<file path="src/rtl/pll_pkg.sv">
// Package for the pooled linked list engine: sizes, command codes, control types.
package pll_pkg;

  localparam int POOL_SLOTS = 32;
  localparam int DATA_W     = 32;
  localparam int CMD_W      = 2;
  localparam int CNT_W      = $clog2(POOL_SLOTS + 1);

  typedef enum logic [CMD_W-1:0] {
    CMD_INSERT_FRONT = 2'd0,
    CMD_REMOVE_FRONT = 2'd1,
    CMD_FIND         = 2'd2,
    CMD_REMOVE_VALUE = 2'd3
  } cmd_e;

  typedef enum logic [2:0] {
    ST_IDLE = 3'b001,
    ST_WORK = 3'b010,
    ST_HOLD = 3'b100
  } state_e;

  // per-cycle command broadcast to every cell
  typedef struct packed {
    logic push;   // shift toward tail, new value enters cell 0
    logic pop;    // cells at/after the search point take from their right neighbor
    logic step;   // search token moves one cell toward the tail
    logic seed;   // token enters cell 0 (together with step)
    logic clear;  // drop token, reopen the tail mask
  } cell_ctl_t;

  // status returned by the chain
  typedef struct packed {
    logic                     any_hit;
    logic                     at_end;
    logic                     any_tok;
    logic                     head_vld;
    logic signed [DATA_W-1:0] head_data;
  } chain_sts_t;

endpackage

</file>
<file path="src/rtl/pll_cell.sv">
// One list position: value, occupancy, search token and tail-mask bit.
module pll_cell (
  input  logic                             clk_i,
  input  logic                             rst_ni,
  input  pll_pkg::cell_ctl_t               ctl_i,
  input  logic signed [pll_pkg::DATA_W-1:0] key_i,
  input  logic signed [pll_pkg::DATA_W-1:0] left_data_i,
  input  logic                             left_vld_i,
  input  logic                             left_tok_i,
  input  logic signed [pll_pkg::DATA_W-1:0] right_data_i,
  input  logic                             right_vld_i,
  output logic signed [pll_pkg::DATA_W-1:0] data_o,
  output logic                             vld_o,
  output logic                             tok_o,
  output logic                             hit_o,
  output logic                             end_o
);
  import pll_pkg::*;

  logic signed [DATA_W-1:0] data_q, data_d;
  logic                     vld_q, vld_d;
  logic                     tok_q, tok_d;
  logic                     tail_q, tail_d;

  always_comb begin
    data_d = data_q;
    vld_d  = vld_q;
    tok_d  = tok_q;
    tail_d = tail_q;
    if (ctl_i.push) begin
      data_d = left_data_i;
      vld_d  = left_vld_i;
    end else if (ctl_i.pop && tail_q) begin
      data_d = right_data_i;
      vld_d  = right_vld_i;
    end
    if (ctl_i.clear) begin
      tok_d  = 1'b0;
      tail_d = 1'b1;
    end else if (ctl_i.step) begin
      tok_d  = left_tok_i;
      tail_d = tail_q & ~tok_q;  // positions the token has passed drop out
    end
  end

  always_ff @(posedge clk_i or negedge rst_ni) begin
    if (!rst_ni) begin
      vld_q  <= 1'b0;
      tok_q  <= 1'b0;
      tail_q <= 1'b1;
    end else begin
      vld_q  <= vld_d;
      tok_q  <= tok_d;
      tail_q <= tail_d;
    end
  end

  always_ff @(posedge clk_i) begin
    data_q <= data_d;
  end

  assign data_o = data_q;
  assign vld_o  = vld_q;
  assign tok_o  = tok_q;
  assign hit_o  = tok_q & vld_q & (data_q == key_i);
  assign end_o  = tok_q & ~vld_q;

endmodule

</file>
<file path="src/rtl/pll_chain.sv">
// Row of list cells, head at cell 0, with status reduction.
module pll_chain (
  input  logic                             clk_i,
  input  logic                             rst_ni,
  input  pll_pkg::cell_ctl_t               ctl_i,
  input  logic signed [pll_pkg::DATA_W-1:0] key_i,
  output pll_pkg::chain_sts_t              sts_o,
  output logic [pll_pkg::POOL_SLOTS-1:0]   vld_o
);
  import pll_pkg::*;

  logic signed [DATA_W-1:0] data_w [POOL_SLOTS];
  logic [POOL_SLOTS-1:0]    vld_w;
  logic [POOL_SLOTS-1:0]    tok_w;
  logic [POOL_SLOTS-1:0]    hit_w;
  logic [POOL_SLOTS-1:0]    end_w;

  for (genvar j = 0; j < POOL_SLOTS; j++) begin : g_cell
    logic signed [DATA_W-1:0] l_data;
    logic                     l_vld;
    logic                     l_tok;
    logic signed [DATA_W-1:0] r_data;
    logic                     r_vld;

    if (j == 0) begin : g_head
      assign l_data = key_i;
      assign l_vld  = 1'b1;
      assign l_tok  = ctl_i.seed;
    end else begin : g_mid
      assign l_data = data_w[j-1];
      assign l_vld  = vld_w[j-1];
      assign l_tok  = tok_w[j-1];
    end

    if (j == POOL_SLOTS - 1) begin : g_last
      assign r_data = '0;
      assign r_vld  = 1'b0;
    end else begin : g_inner
      assign r_data = data_w[j+1];
      assign r_vld  = vld_w[j+1];
    end

    pll_cell u_cell (
      .clk_i        (clk_i),
      .rst_ni       (rst_ni),
      .ctl_i        (ctl_i),
      .key_i        (key_i),
      .left_data_i  (l_data),
      .left_vld_i   (l_vld),
      .left_tok_i   (l_tok),
      .right_data_i (r_data),
      .right_vld_i  (r_vld),
      .data_o       (data_w[j]),
      .vld_o        (vld_w[j]),
      .tok_o        (tok_w[j]),
      .hit_o        (hit_w[j]),
      .end_o        (end_w[j])
    );
  end

  // token falling off the last cell also ends the walk
  assign sts_o.any_hit   = |hit_w;
  assign sts_o.at_end    = (|end_w) | ~(|tok_w);
  assign sts_o.any_tok   = |tok_w;
  assign sts_o.head_vld  = vld_w[0];
  assign sts_o.head_data = data_w[0];
  assign vld_o           = vld_w;

endmodule

</file>
<file path="src/rtl/pooled_linked_list_engine.sv">
// Top level of the pooled linked list engine: command sequencer and result register.
// Usage:
//   Input channel: cmd_i / operand_value_i with in_valid_i, stalled by in_stall_o.
//   A transaction is taken at a rising edge with in_valid_i high and in_stall_o low.
//   Output channel: ok_o / front_value_o / entry_count_out_o with out_valid_o,
//   stalled by out_stall_i. Exactly one result transaction per command, in order.
// Sequencing:
//   Insert front and remove front finish without a walk; the command is registered
//   at the input edge and the result is loaded into the output register from the
//   work state when that register is free. Find and remove value walk the list one
//   cell per cycle, ending at a match, at the first empty cell or past the last cell.
//   The walk length is set by the search token stepping along the cell row.
//   One command is in flight at a time; in_stall_o stays high until the result
//   has moved into the output register and drops at that same edge.
// Reset: list empty, count zero, no result pending.
// Receiver stall: a finished result waits in a hold register until the output
//   register drains; no new command is taken while it waits.
module pooled_linked_list_engine (
  input  logic                              clk_i,
  input  logic                              rst_ni,
  input  logic                              in_valid_i,
  output logic                              in_stall_o,
  input  logic [pll_pkg::CMD_W-1:0]         cmd_i,
  input  logic signed [pll_pkg::DATA_W-1:0] operand_value_i,
  output logic                              out_valid_o,
  input  logic                              out_stall_i,
  output logic                              ok_o,
  output logic signed [pll_pkg::DATA_W-1:0] front_value_o,
  output logic [pll_pkg::CNT_W-1:0]         entry_count_out_o
);
  import pll_pkg::*;

  state_e                   state_q, state_d;
  cmd_e                     cmd_q;
  logic signed [DATA_W-1:0] key_q;
  logic [CNT_W-1:0]         count_q, count_d;

  // result held when the output register is still occupied
  logic                     hold_ok_q;
  logic signed [DATA_W-1:0] hold_front_q;
  logic [CNT_W-1:0]         hold_cnt_q;

  logic                     out_vld_q;
  logic                     out_ok_q;
  logic signed [DATA_W-1:0] out_front_q;
  logic [CNT_W-1:0]         out_cnt_q;

  cell_ctl_t                ctl;
  chain_sts_t               sts;
  logic [POOL_SLOTS-1:0]    cell_vld;

  logic                     accept;
  logic                     out_free;
  logic                     fin;
  logic                     res_ok;
  logic signed [DATA_W-1:0] res_front;
  logic                     load_out;
  logic                     load_hold;

  assign in_stall_o = (state_q != ST_IDLE);
  assign accept     = in_valid_i & ~in_stall_o;
  assign out_free   = ~out_vld_q | ~out_stall_i;

  pll_chain u_chain (
    .clk_i  (clk_i),
    .rst_ni (rst_ni),
    .ctl_i  (ctl),
    .key_i  (key_q),
    .sts_o  (sts),
    .vld_o  (cell_vld)
  );

  // sequencer
  always_comb begin
    state_d   = state_q;
    count_d   = count_q;
    ctl       = '0;
    fin       = 1'b0;
    res_ok    = 1'b0;
    res_front = '0;
    load_out  = 1'b0;
    load_hold = 1'b0;

    case (state_q)
      ST_IDLE: begin
        if (accept) begin
          // token enters at the head; harmless for the non-walking commands
          ctl.step = 1'b1;
          ctl.seed = 1'b1;
          state_d  = ST_WORK;
        end
      end
      ST_WORK: begin
        case (cmd_q)
          CMD_INSERT_FRONT: begin
            fin = 1'b1;
            if (count_q < CNT_W'(POOL_SLOTS)) begin
              ctl.push = 1'b1;
              res_ok   = 1'b1;
              count_d  = count_q + 1'b1;
            end
          end
          CMD_REMOVE_FRONT: begin
            fin = 1'b1;
            if (sts.head_vld) begin
              ctl.pop   = 1'b1;  // tail mask is all ones here
              res_ok    = 1'b1;
              res_front = sts.head_data;
              count_d   = count_q - 1'b1;
            end
          end
          CMD_FIND, CMD_REMOVE_VALUE: begin
            if (sts.any_hit) begin
              fin    = 1'b1;
              res_ok = 1'b1;
              if (cmd_q == CMD_REMOVE_VALUE) begin
                ctl.pop = 1'b1;  // close the gap behind the matching cell
                count_d = count_q - 1'b1;
              end
            end else if (sts.at_end) begin
              fin = 1'b1;
            end else begin
              ctl.step = 1'b1;
            end
          end
          default: begin
            fin = 1'b1;
          end
        endcase
        if (fin) begin
          ctl.clear = 1'b1;
          if (out_free) begin
            load_out = 1'b1;
            state_d  = ST_IDLE;
          end else begin
            load_hold = 1'b1;
            state_d   = ST_HOLD;
          end
        end
      end
      ST_HOLD: begin
        if (out_free) begin
          load_out = 1'b1;
          state_d  = ST_IDLE;
        end
      end
      default: begin
        state_d = ST_IDLE;
      end
    endcase
  end

  always_ff @(posedge clk_i or negedge rst_ni) begin
    if (!rst_ni) begin
      state_q   <= ST_IDLE;
      count_q   <= '0;
      out_vld_q <= 1'b0;
    end else begin
      state_q   <= state_d;
      count_q   <= count_d;
      out_vld_q <= load_out | (out_vld_q & out_stall_i);
    end
  end

  // payload registers
  always_ff @(posedge clk_i) begin
    if (accept) begin
      cmd_q <= cmd_e'(cmd_i);
      key_q <= operand_value_i;
    end
    if (load_hold) begin
      hold_ok_q    <= res_ok;
      hold_front_q <= res_front;
      hold_cnt_q   <= count_d;
    end
    if (load_out) begin
      if (state_q == ST_HOLD) begin
        out_ok_q    <= hold_ok_q;
        out_front_q <= hold_front_q;
        out_cnt_q   <= hold_cnt_q;
      end else begin
        out_ok_q    <= res_ok;
        out_front_q <= res_front;
        out_cnt_q   <= count_d;
      end
    end
  end

  assign out_valid_o       = out_vld_q;
  assign ok_o              = out_ok_q;
  assign front_value_o     = out_front_q;
  assign entry_count_out_o = out_cnt_q;

`ifndef SYNTH
  // occupied cells and the entry counter agree
  a_count_matches_cells: assert property (@(posedge clk_i) disable iff (!rst_ni)
    $countones(cell_vld) == int'(count_q))
    else $error("entry count differs from occupied cells");

  // a search token exists only while a command is being worked on
  a_no_stray_token: assert property (@(posedge clk_i) disable iff (!rst_ni)
    (state_q != ST_WORK) |-> !sts.any_tok)
    else $error("search token alive outside a command");

  // a failed command never reports a front value
  a_fail_front_zero: assert property (@(posedge clk_i) disable iff (!rst_ni)
    (out_valid_o && !ok_o) |-> (front_value_o == '0))
    else $error("front value set on a failed command");
`endif

endmodule
</file>
<file path="config.mk">
export PLATFORM = sky130hd
export DESIGN_NAME = pooled_linked_list_engine
export DESIGN_NICKNAME = d
export VERILOG_FILES = /design/src/rtl/pll_pkg.sv /design/src/rtl/pll_cell.sv /design/src/rtl/pll_chain.sv /design/src/rtl/pooled_linked_list_engine.sv
export SDC_FILE = /design/constraint.sdc
export NUM_CORES = 2
export LEC_CHECK = 0
export BUFFER_PORTS_ARGS = -buffer_cell sky130_fd_sc_hd__buf_2
export CAP_MARGIN = 15
export CORE_MARGIN = 4
export CORE_UTILIZATION = 60
export DETAILED_ROUTE_END_ITERATION = 12
export GPL_TIMING_DRIVEN = 1
export HOLD_SLACK_MARGIN = 0.02
export PLACE_DENSITY = 0.76
export SLEW_MARGIN = 20
export SYNTH_ARGS = -nofsm -noshare
export SYNTH_HDL_FRONTEND = slang
export SYNTH_SLANG_ARGS = --single-unit
</file>
<file path="constraint.sdc">
create_clock -name clk_i -period 6.4 [get_ports clk_i]
set_clock_uncertainty 0.05 [all_clocks]
set_input_delay 0.64 -clock clk_i [delete_from_list [all_inputs] [get_ports clk_i]]
set_output_delay 0.64 -clock clk_i [all_outputs]
set_load 0.01 [all_outputs]
</file>
Word level (Yosys, flattened, before mapping)
Cells that the tools add are included.

operators by class
  add/subtract/negate cells = 2
  magnitude comparators = 1
  eq/ne operators = 42
  multiplexer cells = 301
  bitwise operators = 201
  reduce and logical (&&, ||, !) cells = 72

operators by type and width
  kind                                                                     number
  32-bit 2-to-1 mux                                                        68
  32-bit == test                                                           32
  1-bit 2-to-1 mux                                                         214
  1-bit bitwise AND                                                        130
  32-bit OR reduction                                                      3
  1-bit inverter                                                           68
  2-bit nonzero test                                                       33
  6-bit 2-to-1 mux                                                         6
  1-bit logical AND                                                        32
  6-bit one-hot mux with 3 select lines                                    1
  3-bit 2-to-1 mux                                                         4
  3-bit one-hot mux with 3 select lines                                    1
  1-bit one-hot mux with 2 select lines                                    4
  6-bit by 1-bit adder with 6-bit output, second input constant            1
  6-bit less-than comparator, second input constant                        1
  2-bit inequality test, second input constant                             3
  6-bit by 1-bit subtractor with 6-bit output, second input constant       1
  2-bit == test, second input constant                                     2
  2-bit 2-to-1 mux                                                         2
  2-bit OR reduction                                                       2
  3-bit by 1-bit == test with 1-bit output, second input constant          1
  3-bit by 2-bit == test with 1-bit output, second input constant          1
  3-bit == test, second input constant                                     1
  3-bit by 1-bit inequality test with 1-bit output, second input constant  1
  5 further kinds                                                          7

word-level totals
  flip-flop bits (word level) = 1242
  input bits = 38
  output and inout port bits = 41
  logic and storage cells = 758

Logic depth before layout (Yosys ltp)
  word-level depth = 11
  gate-level depth with buffers = 14
  mapped depth without buffers = 10

Cells and area by module
Synthesis repeated with hierarchy kept, for this count alone.

second synthesis, totals
  cells, all modules = 4464
  area total of the unflattened synthesis = 64192.8 um^2

by module, submodules not included
  module                     times used  cells an instance  area an instance (um^2)  seq. area each (um^2)
  pll_cell                   32          128                1841.8                   1037.2
  pooled_linked_list_engine  1           300                4782.1                   3614.7
  pll_chain                  1           68                 474.2                    0.0

Least setup slack after synthesis
OpenSTA, ideal clock, no wires.

  path type = register to register
  start = register key_q[14]
  end = register out_cnt_q[0], in the netlist entry_count_out_o[0], enable pin
  arrival time = 4939 ps
  path slack = 915 ps
  cell stages (with the launch flop) = 14
  buffers on the path = 3
  path through = edfxtp_1 -> buf_6 -> buf_6 -> xor2_1 -> nor4_1 -> nand4_1 -> nor3_1 -> nor4_2 -> nand4_2 -> nor3_4 -> o211ai_4 -> nand2_4 -> buf_6 -> a21boi_0

between the ends
  cells in the longest elaborated chain, start to end = 8

ends and longest elaborated chain
  what                                     RTL line                          RTL
  start, declared                          pooled_linked_list_engine.sv:35   logic signed [DATA_W-1:0] key_q;
  start signal, assigned                   pooled_linked_list_engine.sv:169  key_q <= operand_value_i;
  32-bit == test                           pll_cell.sv:65                    assign hit_o = tok_q & vld_q & (data_q == key_i);
  1-bit bitwise AND                        pll_cell.sv:65
  32-bit OR reduction *                    pll_chain.sv:62                   assign sts_o.any_hit = |hit_w;
  1-bit 2-to-1 mux *                       pooled_linked_list_engine.sv:113  if (sts.any_hit) begin
  1-bit one-hot mux with 2 select lines *  pooled_linked_list_engine.sv:94   case (cmd_q)
  1-bit 2-to-1 mux *                       pooled_linked_list_engine.sv:84   case (state_q)
  1-bit 2-to-1 mux *                       pooled_linked_list_engine.sv:130  if (fin) begin
  1-bit one-hot mux with 2 select lines *  pooled_linked_list_engine.sv:84
  named net load_out                       pooled_linked_list_engine.sv:57   logic load_out;
  end signal, assigned                     pooled_linked_list_engine.sv:180  out_cnt_q <= hold_cnt_q;
  end signal, assigned                     pooled_linked_list_engine.sv:184  out_cnt_q <= count_d;
  end, declared                            pooled_linked_list_engine.sv:46   logic [CNT_W-1:0] out_cnt_q;

Mark *: on every way through the listed nets, which the timed path passes. The rest lies on a longest branch. The select of a mux whose other input is x is not followed.
A chain may end at the register's enable or synchronous reset.

Worst setup path after layout
  start = register key_q[21]
  end = register u_chain.g_cell[28].u_cell.data_q[31], enable pin

between the ends
  cells in the longest elaborated chain, start to end = 8

ends and longest elaborated chain
  what                                     RTL line                          RTL
  32-bit == test                           pll_cell.sv:65
  1-bit bitwise AND                        pll_cell.sv:65
  32-bit OR reduction *                    pll_chain.sv:62
  1-bit 2-to-1 mux *                       pooled_linked_list_engine.sv:113
  1-bit one-hot mux with 2 select lines *  pooled_linked_list_engine.sv:94
  2-bit 2-to-1 mux *                       pooled_linked_list_engine.sv:84
  1-bit logical AND *                      pll_cell.sv:33                    end else if (ctl_i.pop && tail_q) begin
  2-bit nonzero test (no line) *           n/a
  end signal, assigned                     pll_cell.sv:59                    data_q <= data_d;
  end, declared                            pll_cell.sv:20                    logic signed [DATA_W-1:0] data_q, data_d;

Every way passes the cells marked *; elsewhere a longest branch is shown, timed or not.

==> flow_metrics.env <==
export IMPL_wl_met2_um=96570
export IMPL_fin_tns_setup_ns=0
export IMPL_cpMaxStageDelayCell="buf_4"
export IMPL_largest_net_degree_at_the_start_of_global_routing=211
export IMPL_crit_path_max_fanout=35
export IMPL_worst_setup_hold_path_clk_slew_ns=0.06
export IMPL_dpl_worst_slack_ns=1.286
export IMPL_p_switching_mw=6.153
export IMPL_cts_made_buffers=136
export IMPL_final_hold_slack_ns=0.07004
export IMPL_layout_nets=6703
export IMPL_buffers_inserted_by_post_cts_timing_repair=0
export IMPL_timing_worst_setup_path_type="flip-flop to flip-flop"
export IMPL_dp_final_hpwl_um=150700
export IMPL_grt_setup_unrepaired="false"
export IMPL_max_capacitance_violation_count=0
export IMPL_synth_area_leader_cell="edfxtp_1"
export IMPL_ioPinCount=79
export IMPL_power_density_cell_area_mw_per_mm2=297.3
export IMPL_report_power_total_mw=21.18
export IMPL_clock_power_share_pct=37.2
export IMPL_synth_top_cells_by_count="nand2_1, edfxtp_1, xor2_1"
export IMPL_static_leakage_power_nw=29.73
export IMPL_synth_adder_area_share_pct=0.03809
export IMPL_htree_levels=4
export IMPL_root_buffer="clkbuf_16"
export IMPL_cellInternalPower_mw=15.03
export IMPL_grt_pass1_wl_um=320500
export IMPL_synth_xor_area_share_pct=13.49
export IMPL_ys_async_sr_fraction_pct=8.535
export IMPL_drv_slew=0
export IMPL_gr_total_overflow=0
export IMPL_drt_wl_total_um=221100
export IMPL_met3WireLength_um=31280
export IMPL_final_layout_size_suffix_gt1_share_pct=7.106
export IMPL_place_port_buffers=78
export IMPL_number_of_global_route_vias_before_repair=49310
export IMPL_place_congestion=1.020
export IMPL_status="completed"
export IMPL_worst_hold_path_type="input pin to flip-flop"
export IMPL_crit_top_cell="buf_4"
export IMPL_synth_edf_count=1136
export IMPL_worst_endpoint_required_ns=6.73
export IMPL_met1_length_um=79970
export IMPL_numClockSinks=1242
export IMPL_post_cts_resized_instances=0
export IMPL_vias=52190
export IMPL_antenna_left=0
export IMPL_muxShareOfSynthArea_pct=0.5828
export IMPL_slew_at_the_pin_with_the_worst_max_slew_slack_ns=1.206
export IMPL_syn_num_nets=6752
export IMPL_worst_endpoint_arrival_ns=5.76
export IMPL_synth_top_flop_cell="edfxtp_1"
export IMPL_fp_dieArea_mm2=0.1148
export IMPL_avgViaCountPerCell=6.377
export IMPL_part_of_the_yosys_area_used_for_sequential_elements_pct=56.03
export IMPL_syn_cell_area_mm2=0.06569
export IMPL_first_iter_violations=9308
export IMPL_cell_breakdown_of_the_critical_path="buf_4, xor2_1, nor4_1, nand4_1, nor3_1, nor4_1, nand4_2, nor2_4, o21bai_4, buf_4, nand2_1, nand2_1, buf_4"
export IMPL_cts_tree="built"
export IMPL_grt_usage_pct=37.31
export IMPL_fraction_of_post_synthesis_cell_area_in_the_top_cell_type_by_area_pct=51.93
export IMPL_synth_compound_area_share_pct=2.606
export IMPL_post_route_worst_setup_slack_ns=0.9763
export IMPL_finalCritPeriodShare_pct=84.74
export IMPL_crit_path_start_kind="flip-flop"
export IMPL_sw_frac_of_total_pct=29.05
export IMPL_syn_avg_cell_area_um2=9.787
export IMPL_clock_fmax_ghz=0.1844
export IMPL_postLayoutCellArea_mm2=0.07126
export IMPL_layout_area_seq_mm2=0.03681
export IMPL_synthesis_yosys_warnings=0
export IMPL_slew_headroom_pct=19.61
export IMPL_finalSetupViolations=0
export IMPL_core_rowCount=121
export IMPL_final_hold_violation_count=0
export IMPL_synth_top_family_by_area="simple AND/OR/NAND/NOR gates"
export IMPL_setup_worst_path_end_class="flip-flop"
export IMPL_floorplan_die_width_um=338.9
export IMPL_syn2layout_area_growth_pct=8.475
export IMPL_route_detailed_drc=0
export IMPL_drt_first_pass_iters=7
export IMPL_antenna_found_initial=9
export IMPL_chipHeight_um=338.9
export IMPL_comb_power_share_pct=14.0
export IMPL_holdBufCountCts=19
export IMPL_placed_area_mm2=0.06667
export IMPL_fillCellCount=8511
export IMPL_finalCriticalPeriod_ns=5.424
export IMPL_initial_utilization_pct=60.35
export IMPL_synth_simple_gate_area_share_pct=23.18
export IMPL_synth_seq_cells=1242
export IMPL_vdd_ir_drop_worst_v=0.0003168
export IMPL_max_clock_path_buffers=3
export IMPL_max_layer_used="met5"
export IMPL_slowest_delay_ns=0.74
export IMPL_routedWlPerCell_um=27.01
export IMPL_synthesis_instances=6712
export IMPL_multi_input_comb_area_mm2=0.02628
export IMPL_synthTopCellsByArea="edfxtp_1, nand2_1, xor2_1"
export IMPL_ys_types=67
export IMPL_design_core_area_mm2=0.1089
export IMPL_flop_pwr_share_pct=48.8
export IMPL_clock_insertion_delay_worst_skew_ns=0.76
export IMPL_yosys_cell_count_top_type="nand2_1"
power groups by stage:
stage               clock (mW)  sequential, mW  combinational (mW)
floorplan                    0            10.0                2.13
global placement             0            10.4                2.78
detailed placement           0            10.4                2.85
CTS                       7.89            10.3                2.89
global route              8.23            10.3                3.17
finish                    7.88            10.3                2.97
routing by layer:
metal / vias up / track usage, %
met3: 850 / 9.662
met5: - / 0
met2: 4276 / 55.79
met4: 8 / 18.72
met1: 24930 / 50.82
li1: 22130 / -
through the flow:
| stage | cells | util (%) |
|---|---|---|
| after floorplan | 6712 | - |
| after global placement | 7920 | 61.25 |
| after detailed placement | 7920 | 61.25 |
| after CTS | 8183 | 65.46 |
| after global routing | 8184 | 65.46 |
| final | 8185 | 65.47 |
flip-flops by register name, indices dropped and copies added (netlist names), 3 cells and up:
signal,count
count_q,6
entry_count_out_o,6
front_value_o,32
hold_cnt_q,6
hold_front_q,32
key_q,32
state_q,3
u_chain.g_cell.u_cell.data_o,1024
u_chain.g_cell.u_cell.tail_q,32
u_chain.g_cell.u_cell.tok_o,32
u_chain.g_cell.u_cell.vld_o,32
final cells by class:
cell class                      count  share of cell area, %
Tap cell                         1414                  2.483
Sequential cell                  1242                  51.65
Clock inverter                     59                 0.7322
Clock buffer                      185                  5.438
Antenna cell                        2               0.007023
Timing Repair Buffer              223                  2.549
Inverter                           50                 0.2634
Multi-Input combinational cell   5010                  36.88
critical path, delay by kind of cell (launching register included):
kind	cells	cell delay [ns]
AO/OA/AOI/OAI	1	0.16
buffers and inverters	3	1.67
XOR/XNOR	1	0.14
AND/OR/NAND/NOR	8	2.23
flip-flops	1	0.71
cells in the final DEF, fill, tap and decap left out, types with 5 or more instances in the layout:
cell           netlist  layout
a21oi_1             48      48
dfrtp_1             73      73
a21o_1              58      58
edfxtp_1          1136    1136
nand2b_1            32      32
nand2_1           3114    3113
dlygate4sd3_1        0      19
mux2i_1             36      36
a211oi_1             5       5
buf_4               36     104
clkbuf_1           252      28
buf_2               17      77
bufinv_16            0       7
nor2_1              29      25
a22o_1              10      10
dfstp_2             33      33
nor2b_1              8       8
o22ai_1             15      15
buf_12               3      23
nand3_1             39      39
a21oi_2             18      18
nand4_1             62      62
inv_1               49      49
clkbuf_8             0      11
a31oi_1              5       5
nor4_1             236     236
clkinv_2             0      22
and2_1              33      33
xnor2_1             47      47
and3_1              34      33
clkbuf_16            0     144
clkinv_1             0      18
or3_1               33      33
nor3_2               3       5
xor2_1             965     965
nor3_1              65      63
o21ai_0             67      67
kinds of logic after synthesis:
group	Yosys count
AND/OR/NAND/NOR	3701
AO/OA/AOI/OAI	257
adder cells (fa/ha/maj)	2
flip-flops	1242
XOR/XNOR	1012
multiplexers	38
buffers and inverters	460
worst paths after layout:
| path | from | end | slack [ns] | cells after the start |
|---|---|---|---|---|
| worst max register to register | key_q[21] | u_chain.g_cell[28].u_cell.data_o[31] | 0.98 | 13 |
| worst max-delay path | key_q[21] | u_chain.g_cell[28].u_cell.data_o[31] | 0.98 | 13 |
| worst min-delay path | operand_value_i[4] | key_q[4] | 0.07 | 1 |
| max in group asynchronous | rst_ni | u_chain.g_cell[13].u_cell.tok_o | 4.59 | 3 |
| worst min register to register | u_chain.g_cell[0].u_cell.tail_q | u_chain.g_cell[0].u_cell.tail_q | 0.42 | 2 |
| min in group asynchronous | rst_ni | count_q[5] | 0.36 | 2 |
(Power assumes the default switching activity.)
